## src/rtl/core/srtl_pkg.sv

```systemverilog
package srtl_pkg;

  localparam int ADDR_BITS   = 39;
  localparam int END_BITS    = ADDR_BITS + 1;
  localparam int FLAG_BITS   = 8;
  localparam int SLOT_BITS   = 4;
  localparam int COUNT_BITS  = 5;
  localparam int MAX_REGIONS = 16;

  typedef enum logic [1:0] {
    KIND_INSERT = 2'd0,
    KIND_LOOKUP = 2'd1,
    KIND_CLEAR  = 2'd2,
    KIND_NONE   = 2'd3
  } kind_t;

  typedef enum logic [1:0] {
    ST_OK        = 2'd0,
    ST_BAD_RANGE = 2'd1,
    ST_FULL      = 2'd2,
    ST_NOT_FOUND = 2'd3
  } status_t;

  typedef struct packed {
    logic [1:0]           kind;
    logic [ADDR_BITS-1:0] start_address;
    logic [END_BITS-1:0]  end_address;
    logic [FLAG_BITS-1:0] access_flags;
    logic [ADDR_BITS-1:0] lookup_address;
  } in_word_t;

  typedef struct packed {
    logic [1:0]            status;
    logic                  found;
    logic                  cache_hit;
    logic [SLOT_BITS-1:0]  region_slot;
    logic [ADDR_BITS-1:0]  region_low;
    logic [END_BITS-1:0]   region_high;
    logic [FLAG_BITS-1:0]  region_perm;
    logic [COUNT_BITS-1:0] entry_count;
  } out_word_t;

  // One region as held by a cell
  typedef struct packed {
    logic [ADDR_BITS-1:0] lo;
    logic [END_BITS-1:0]  hi;
    logic [FLAG_BITS-1:0] perm;
  } region_t;

  // Broadcast from the controller to every cell
  typedef struct packed {
    region_t              new_region;
    logic [ADDR_BITS-1:0] ins_start;
    logic [END_BITS-1:0]  ins_end;
    logic [ADDR_BITS-1:0] probe;
  } cell_ctl_t;

  // Compare results returned by each cell
  typedef struct packed {
    logic start_le;
    logic end_above;
    logic start_below;
    logic covers;
  } cell_stat_t;

endpackage

```

## src/rtl/core/srtl_cell.sv

```systemverilog
module srtl_cell #(
  parameter int IDX     = 0,
  parameter int COUNT_W = 5
) (
  input  logic                clk,
  input  logic                load,
  input  srtl_pkg::cell_ctl_t ctl,
  input  logic [COUNT_W-1:0]  pos,
  input  srtl_pkg::region_t   prev_region,
  output srtl_pkg::region_t   region,
  output srtl_pkg::cell_stat_t stat
);
  import srtl_pkg::*;

  localparam logic [COUNT_W-1:0] MY_IDX = COUNT_W'(IDX);

  region_t ent;

  // Shift up from the left neighbor above the insert point, load at it
  always_ff @(posedge clk) begin
    if (load) begin
      if (MY_IDX > pos) begin
        ent <= prev_region;
      end else if (MY_IDX == pos) begin
        ent <= ctl.new_region;
      end
    end
  end

  // Compare held region against broadcast addresses
  always_comb begin
    stat.start_le    = ent.lo <= ctl.ins_start;
    stat.end_above   = ent.hi > {1'b0, ctl.ins_start};
    stat.start_below = {1'b0, ent.lo} < ctl.ins_end;
    stat.covers      = (ent.lo <= ctl.probe) && ({1'b0, ctl.probe} < ent.hi);
  end

  assign region = ent;

endmodule

```

## config.mk

```make
export PLATFORM = sky130hd
export DESIGN_NAME = srtl_cell
export DESIGN_NICKNAME = d
export VERILOG_FILES = /design/src/rtl/core/srtl_pkg.sv /design/src/rtl/core/srtl_cell.sv
export SDC_FILE = /design/constraint.sdc
export NUM_CORES = 1
export LEC_CHECK = 0
export BUFFER_PORTS_ARGS = -buffer_cell sky130_fd_sc_hd__buf_2
export CAP_MARGIN = 0
export CORE_AREA = 3 3 151 153
export CTS_CLUSTER_DIAMETER = 200
export CTS_CLUSTER_SIZE = 28
export DETAILED_ROUTE_END_ITERATION = 7
export DIE_AREA = 0 0 154 156
export SETUP_SLACK_MARGIN = 0.3
export SLEW_MARGIN = 30
export SYNTH_ARGS = -nofsm -noshare
export SYNTH_HDL_FRONTEND = slang
export SYNTH_SLANG_ARGS = --single-unit
export TNS_END_PERCENT = 100
```

## constraint.sdc

```tcl
create_clock -name clk -period 19.55 [get_ports clk]
set_clock_uncertainty 0.05 [all_clocks]
set_input_delay 3.91 -clock clk [delete_from_list [all_inputs] [get_ports clk]]
set_output_delay 3.91 -clock clk [all_outputs]
set_load 0.03 [all_outputs]
```

## Word level (Yosys, flattened, before mapping)

Index checks and enable logic that the tools add are counted.

| word-level totals | value |
|---|---|
| flip-flop bits (word level) | 87 |
| output and inout bits | 91 |
| bits of input ports | 299 |
| logic and storage cells | 15 |

| operators by class | value |
|---|---|
| mux-type cells | 2 |
| reduce and logical (&&, ||, !) cells | 4 |
| magnitude comparators | 6 |

Operators with widths:

| cell | number |
|---|---|
| $mux W87 | 2 |
| $lt A39 B40 Y1 | 2 |
| $le A39 B39 Y1 | 2 |
| $gt A40 B39 Y1 | 1 |
| $gt A1 B5 Y1 const A | 1 |
| $logic_not A5 Y1 | 1 |
| $reduce_and A2 Y1 | 1 |
| $reduce_bool A2 Y1 | 1 |
| $logic_and A1 B1 Y1 | 1 |

## Longest topological paths before layout

Gate-level depths: netlist of run 1.

| logic depth | value |
|---|---|
| depth in word-level cells | 3 |
| mapped depth | 8 |
| depth with buffers taken out | 8 |

## Worst setup path before layout of run 1

OpenSTA, ideal clock, no wires.

| path | value |
|---|---|
| path type | input port to flip-flop |
| start point | input port pos[0] |
| end point | register ent (netlist bit region[0]), enable pin |
| buffers on the path | 0 |
| stages on the path | 2 |
| arrival time | 10.323 ns |
| data required time | 18.860 ns |
| setup slack | 8.537 ns |
| cell sequence | or4b_1 > nor3_1 |

| between the ends | value |
|---|---|
| longest elaborated chain between the ends | 3 |

RTL lines:

| item | line | text |
|---|---|---|
| start, declared | srtl_cell.sv:8 | `input logic [COUNT_W-1:0] pos,` |
| $gt A1 B5 Y1 / $logic_not A5 Y1 (equally long branches) | srtl_cell.sv:22, srtl_cell.sv:24 |  |
| $reduce_bool A2 Y1 (no source line) (*) | -- |  |
| $reduce_and A2 Y1 (no source line) (*) | -- |  |
| end signal, assigned | srtl_cell.sv:23 | `ent <= prev_region;` |
| end signal, assigned | srtl_cell.sv:25 | `ent <= ctl.new_region;` |
| end, declared | srtl_cell.sv:17 | `region_t ent;` |

Every way passes the cells marked *; elsewhere a longest branch is shown, timed or not.
A chain may end at the register's enable or synchronous reset.

==> summary.md, run 1 <==
| Metric | Value |
|---|---|
| Status | finished clean |
| Worst IR drop on VDD | 0.0339 mV |
| CP Cell Sequence | buf_2, inv_1, ha_1, a21oi_1, o21ai_0, a221o_1, o31ai_1, o2111a_1, o211a_1, buf_2 |
| Finished Cell Area | 9540 um^2 |
| H-tree depth | 3 |
| Top cells by area, synth | edfxtp_1 (34%), ha_1 (32%), inv_1 (7.9%) |
| Via density | 4.88 |
| Leak | 0.00511 uW |
| Nets | 1539 |
| Clk slew on worst S/H paths | 0.08 ns |
| Period utilization | 0.518 |
| FFs w/ async S/R, synth | 0 |
| Cell mode on critical path | buf_2 |
| Synthesized area | 7650 um^2 |
| Sequential fraction of the synthesis area | 0.342 |
| Via count | 6509 |
| CTS Buf Count | 9 |
| Final hold vios | 0 |
| MaxCap Viol Count | 0 |
| Antenna Violating Nets Remaining | 0 |
| Drt wl/cell | 17.4 um |
| Max Freq | 98.8 MHz |
| Area Growth Syn to Fin | 24.8% |
| Clock tree buffer depth | 2 |
| Final Max Tran Viols | 0 |
| Placement row count | 54 |
| Synth unique cells | 39 |
| Final GP Congestion | 0.860 |
| Vias in the first global route | 6539 |
| Crit path from | ctl[8] |
| Pwr per Cell Area | 51.2 nW/um^2 |
| Crit path kind | input port to output pin |
| FF+latch count, synth | 87 |
| Worst Tran Pin Value | 0.694 ns |
| DP Area | 9220 um^2 |
| CP arrival | 6.16 ns |
| Commonest cells in the netlist | ha_1 (193), inv_1 (160), clkbuf_1 (87), edfxtp_1 (87), a21oi_1 (71) |
| Drt total wl | 23200 um |
| CTS tree | yes |
| Antenna violations before repair | 5 |
| Synth top area share | 0.342 |
| CP max stage cell | o31ai_1 |
| Die H | 156 um |
| Fillcell total | 2122 |
| Drc violations | 0 |
| Setup TNS Final | 0 ns |
| Input/output buffers | 302 |
| Core region area | 21700 um^2 |
| Unrepaired setup endpoints after global routing | false |
| WP data required | 15.59 ns |
| Die area | 24000 um^2 |
| Crit path launch type | input port |
| CP max FO | 2 |
| Leading area contributor after synthesis | edfxtp_1 |
| DRT iter0 DRCs | 275 |
| Slowest Stage Delay on Critical Path | 0.45 ns |
| Crit path capture type | output pin |
| Mapped Nets | 1311 |
| Max reg flops | 87 |
| Register area | 2610 um^2 |
| Clk sink count | 87 |
| Crit path time final | 10.12 ns |
| Worst hold start | ctl[156] |
| Largest net degree at the start of global routing | 43 |
| Initial Util | 0.353 |
| Clk root buf | clkbuf_16 |
| Worst slew margin | 0.534 |
| Post-synth EDFFs | 87 |
| Most frequent cell after synthesis | ha_1 |
| Initial DRT Pass Iterations | 4 |
| GRT Overall Usage | 0.188 |
| Final setup viols | 0 |
| Syn Inst Count | 819 |
| Main flop type after synthesis | edfxtp_1 |
| Total gr overflow | 0 |
| DP HPWL | 20200 um |
| Synthesized area per cell | 9.34 um^2 |
| Cts hold-fix bufs | 0 |
| Global-route wire length before repair | 35200 um |
| CTS resizes | 0 |
| Layout cell share with drive strength beyond 1 | 0.307 |
| Worst hold path type | input port to flop |
| Syn. warnings | 0 |
| Area of the multi-input gates | 4110 um^2 |
| I/O Pins | 390 |
| DIE WIDTH | 154 um |
| Postcts setup bufs | 0 |
cell type report:
type | instances | share of cell area
clock inverter | 7 | 0.0102
clock buffer | 9 | 0.0236
sequential | 87 | 0.274
inverter | 160 | 0.0629
multi-input combinational | 485 | 0.431
antenna | 2 | 0.000524
tap | 280 | 0.0367
timing repair buffer | 304 | 0.161
metal layers:
| layer | vias to the layer above | wire (um) | GRT usage |
|---|---|---|---|
| met3 | 23 | 1440 | 0.0397 |
| met1 | 2960 | 10300 | 0.245 |
| li1 | 3306 | - | - |
| met4 | 6 | 274 | 0.0467 |
| met5 | - | 41 | 0 |
| met2 | 214 | 11100 | 0.320 |
power by group:
| group | internal, uW | switching [uW] |
|---|---|---|
| combinational | 40.2 | 45.0 |
| sequential | 207 | 2.26 |
| clock | 104 | 89.8 |
worst max-delay path, delay by kind of cell:
family	cells	cell delay [ns]
buffers and inverters	3	0.33
adder cells (fa/ha/maj)	1	0.29
AO/OA/AOI/OAI	6	1.63
cells by family (layout without fill, tap and decap cells):
logic type	after synthesis	count (layout)	share of synthesized area
buffers and inverters	247	480	0.121
adder cells (fa/ha/maj)	193	193	0.316
AO/OA/AOI/OAI	156	156	0.126
AND/OR/NAND/NOR	136	136	0.0957
flip-flops	87	87	0.342
other	0	2	0
cell usage in the layout (no fill, tap or decap), types with 2 or more instances in the layout:
cell type,Yosys,final
and4_1,4,4
edfxtp_1,87,87
buf_2,0,302
nor4_2,2,2
o21ai_0,14,14
diode_2,0,2
ha_1,193,193
a21o_1,32,32
inv_8,0,3
nor3_1,10,9
clkbuf_16,0,9
nand4b_1,2,2
o22ai_1,3,3
o21ai_1,5,5
inv_1,160,160
or4_1,2,2
nand3_1,21,21
a221oi_1,3,3
nand2b_1,2,2
a211oi_1,6,6
a31oi_1,3,3
a21oi_1,71,71
nor4_1,4,4
nand2_1,30,30
nor2_1,16,16
o31ai_1,4,4
a211o_1,2,2
o211ai_1,4,4
nand4_1,34,34
nor2b_1,5,5
a221o_1,2,2
final timing paths:
check	endpoint	slack [ns]	depth (start not counted)
setup / recovery	stat[0]	9.43	10
hold / removal	region[38]	3.67	1
stage by stage:
stage                     cells  utilization  total power (uW)  hold slack, ns  worst slack, ns
final                      1334        0.440               488            3.67             9.43
after detailed placement   1316        0.425               299            4.04             9.39
after global routing       1334        0.440               515            3.66             9.25
after floorplan             819            -               266            4.03             8.54
after CTS                  1332        0.440               497            3.65             9.38
after global placement     1315        0.424               297            4.04             9.39
(Power assumes the default switching activity.)
==> run 2: changes to the inputs <==
- clock period: 19.55 -> 9.6 ns (I/O delays scaled with it)
==> summary.md, run 2 (same netlist as run 1, synthesis figures left out) <==
| Metric | Value |
|---|---|
| Status | finished clean |
| DP HPWL | 20000 um |
| Layout cell share with drive strength beyond 1 | 0.307 |
| Leak | 0.00510 uW |
| GRT Overall Usage | 0.187 |
| Total gr overflow | 0 |
| CTS Buf Count | 9 |
| Input/output buffers | 302 |
| DIE WIDTH | 154 um |
| H-tree depth | 3 |
| CTS tree | yes |
| Worst IR drop on VDD | 0.0686 mV |
| Max reg flops | 87 |
| CTS resizes | 0 |
| Final Max Tran Viols | 0 |
| Max Freq | 164 MHz |
| I/O Pins | 390 |
| Clk network pwr share | 0.387 |
| Final hold vios | 0 |
| Cts hold-fix bufs | 0 |
| Post-Layout Cell Count | 1335 |
| Reg power frac | 0.436 |
| Drt wl/cell | 17.2 um |
| Pint | 712 uW |
| P_sw | 268 uW |
| Unrepaired setup endpoints after global routing | false |
| Most common cell after layout, fill and taps aside | buf_2 |
| Worst Tran Pin Value | 0.818 ns |
| WP data required | 7.63 ns |
| Clock tree buffer depth | 2 |
| Final setup viols | 0 |
| Net Sw Frac | 0.273 |
| Final GP Congestion | 0.855 |
| Period utilization | 0.635 |
| Vias in the first global route | 6476 |
| Area Growth Syn to Fin | 24.5% |
| CP Cell Sequence | buf_2, inv_1, ha_1, a21oi_1, o21ai_0, a221o_1, o31ai_1, o2111a_1, o211a_1, buf_2 |
| Hold slack | 1.68 ns |
| Crit path time final | 6.10 ns |
| Final design utilization | 0.439 |
| Most frequent cells in the layout | buf_2 (302), ha_1 (193), inv_1 (160) |
| CP max FO | 2 |
| DRT iter0 DRCs | 258 |
| Setup TNS Final | 0 ns |
| Crit path buf inv count | 3 |
| Die H | 156 um |
| Largest net degree at the start of global routing | 59 |
| Worst slew margin | 0.454 |
| Clk root buf | clkbuf_16 |
| Crit path launch type | input port |
| Die area | 24000 um^2 |
| Cell family with most CP delay | compound AO/OA/AOI/OAI gates |
| Fillcell total | 2141 |
| Antenna violations before repair | 5 |
| Drc violations | 0 |
| Worst hold path type | input port to flop |
| CP arrival | 4.13 ns |
| Drt total wl | 23000 um |
| Antenna Violating Nets Remaining | 0 |
| Crit path kind | input port to output pin |
| Placement row count | 54 |
| Initial Util | 0.353 |
| Clk sink count | 87 |
| Pwr per Cell Area | 103 nW/um^2 |
| Global-route wire length before repair | 34900 um |
| CP max stage cell | o31ai_1 |
| Cell mode on critical path | buf_2 |
| Initial DRT Pass Iterations | 7 |
| Crit path capture type | output pin |
| Logic gate share of total power | 0.177 |
| Nets | 1539 |
| Via count | 6456 |
| Post-Place Cells | 1316 |
| Core region area | 21700 um^2 |
| Postcts setup bufs | 0 |
| Clk slew on worst S/H paths | 0.08 ns |
| Via density | 4.84 |
| MaxCap Viol Count | 0 |
| Slowest Stage Delay on Critical Path | 0.42 ns |
-- run 2: metal layers --
metal  global-route usage  vias to the layer above  share of wire
met4               0.0517                        6          0.019
met5                    0                        -         0.0014
met3               0.0455                       34          0.062
li1                     -                     3309              -
met2                0.313                      191           0.47
met1                0.244                     2916           0.45
-- run 2: final cells by class --
type | count | area [um^2] | share of cell area
inverter | 160 | 601 | 0.0631
timing repair buffer | 304 | 1530 | 0.160
clock inverter | 7 | 85.1 | 0.00894
sequential | 87 | 2610 | 0.274
clock buffer | 9 | 225 | 0.0237
antenna | 3 | 7.51 | 0.000788
multi-input combinational | 485 | 4110 | 0.432
tap | 280 | 350 | 0.0368
-- run 2: worst paths after layout --
path                     start    endpoint  cells after the start  slack, ns
worst max-delay path    ctl[8]     stat[0]                     10       3.50
worst min-delay path  ctl[196]  region[78]                      1       1.68
-- run 2: power by group through the flow --
stage / clock network, uW / registers [uW] / logic, uW
finish: 379 / 427 / 173
detailed placement: 0 / 436 / 173
global placement: 0 / 436 / 169
CTS: 389 / 427 / 175
floorplan: 0 / 442 / 99.1
global route: 404 / 427 / 201
-- run 2: through the flow --
step / setup WS [ns] / area [um^2] / power [uW]
2_1_floorplan: 0.577 / 7650 / 542
3_3_place_gp: 3.47 / 9200 / 605
3_5_place_dp: 3.46 / 9200 / 609
4_1_cts: 3.45 / 9510 / 991
5_1_grt: 3.31 / 9520 / 1030
6_report: 3.50 / 9520 / 979
==> run 3: changes to the inputs <==
- clock period: 9.6 -> 6 ns (I/O delays scaled with it)
==> summary.md, run 3 (same netlist as run 1, synthesis figures left out) <==
| Metric | Value |
|---|---|
| Status | finished clean |
| Setup TNS Final | 0 ns |
| Max Freq | 213 MHz |
| CTS Buf Count | 9 |
| Period utilization | 0.783 |
| Met2 GRT Util | 0.311 |
| Clk slew on worst S/H paths | 0.08 ns |
| WP data required | 4.75 ns |
| Crit path kind | input port to output pin |
| Layout cell share with drive strength beyond 1 | 0.307 |
| Met3 usage | 0.0411 |
| Crit path capture type | output pin |
| Crit path launch type | input port |
| Input/output buffers | 302 |
| DP Area | 9210 um^2 |
| Area of the multi-input gates | 4120 um^2 |
| Initial Util | 0.353 |
| CTS resizes | 0 |
| M1 GR Usage | 0.260 |
| DRT iter0 DRCs | 255 |
| Postcts setup bufs | 0 |
| Worst Tran Pin Value | 0.791 ns |
| Global-route wire length before repair | 35600 um |
| Drc violations | 0 |
| GRT Overall Usage | 0.190 |
| I/O Pins | 390 |
| Cts hold-fix bufs | 0 |
| Post-route setup slack | 1.30 ns |
| Antenna violations before repair | 3 |
| DIE WIDTH | 154 um |
| Area Growth Syn to Fin | 24.7% |
| Leak | 0.00512 uW |
| H-tree depth | 3 |
| Crit path time final | 4.70 ns |
| Crit path from | ctl[8] |
| Die area | 24000 um^2 |
| Antenna Violating Nets Remaining | 0 |
| CP max FO | 2 |
| Tot Pwr | 1610 uW |
| Cell mode on critical path | buf_2 |
| Clk root buf | clkbuf_16 |
| Initial DRT Pass Iterations | 4 |
| Unrepaired setup endpoints after global routing | false |
| DP HPWL | 20100 um |
| Worst IR drop on VDD | 0.101 mV |
| Most frequent cells in the layout | buf_2 (302), ha_1 (193), inv_1 (160) |
| Final hold vios | 0 |
| Worst hold path type | input port to flop |
| Register area | 2610 um^2 |
| Largest net degree at the start of global routing | 59 |
| Final setup viols | 0 |
| Placement row count | 54 |
| CTS tree | yes |
| Final GP Congestion | 0.846 |
| Most common cell after layout, fill and taps aside | buf_2 |
| Die H | 156 um |
| CP max stage cell | o31ai_1 |
| Drt total wl | 23300 um |
| Final Max Tran Viols | 0 |
| Busiest layer in global routing | met2 |
| Total gr overflow | 0 |
| MaxCap Viol Count | 0 |
| Pwr per Cell Area | 169 nW/um^2 |
| Max reg flops | 87 |
| Core region area | 21700 um^2 |
| Finished Cell Area | 9540 um^2 |
| CP arrival | 3.45 ns |
| Nets | 1539 |
| Via density | 4.86 |
| Clock tree buffer depth | 2 |
| Final design utilization | 0.440 |
| Slowest Stage Delay on Critical Path | 0.47 ns |
| CP Cell Sequence | buf_2, inv_1, ha_1, a21oi_1, o21ai_0, a221o_1, o31ai_1, o2111a_1, o211a_1, buf_2 |
| Fillcell total | 2177 |
| Critical Path Sink | stat[0] |
| Vias in the first global route | 6568 |
| Via count | 6481 |
| Pre-CTS WS | 1.24 ns |
| Drt wl/cell | 17.5 um |
| Clk sink count | 87 |
| Worst slew margin | 0.472 |
[run 3: worst min-delay path by stage]
stage | startpoint | to | cells past startpoint
floorplan | ctl[118] | region[0] | 1
global placement | ctl[151] | region[33] | 1
detailed placement | ctl[204] | region[86] | 1
CTS | ctl[150] | region[32] | 1
global route | ctl[157] | region[39] | 1
finish | ctl[121] | region[3] | 1
[run 3: layer usage]
layer  vias to the layer above  wire [um]
met3                        22       1330
met2                       185      11000
met4                         4        300
met1                      2972      10600
li1                       3298          -
met5                         -         34
[run 3: worst max-delay path, delay by kind of cell]
kind | cells | cell delay, ns
compound gates | 6 | 1.60
fa+ha+maj | 1 | 0.29
buf+inv | 3 | 0.35
[run 3: through the flow]
step                      cells  hold WS (ns)
after floorplan             819          1.32
after global placement     1316          1.33
after detailed placement   1316          1.33
after CTS                  1332         0.941
after global routing       1333         0.944
final                      1333         0.964
[run 3: power by group]
group	total (uW)	internal (uW)	leakage, uW	switching (uW)
combinational	279	131	0.00417	148
clock	650	373	0.000163	277
sequential	683	676	0.000784	7.42
total	1610	1180	0.00512	433
[run 3: area by class of cell]
type                       count  share of cell area
multi-input combinational    485               0.432
sequential                    87               0.274
timing repair buffer         304               0.160
inverter                     160              0.0630
tap                          280              0.0367
clock buffer                   9              0.0236
clock inverter                 7              0.0108
antenna                        1            0.000262
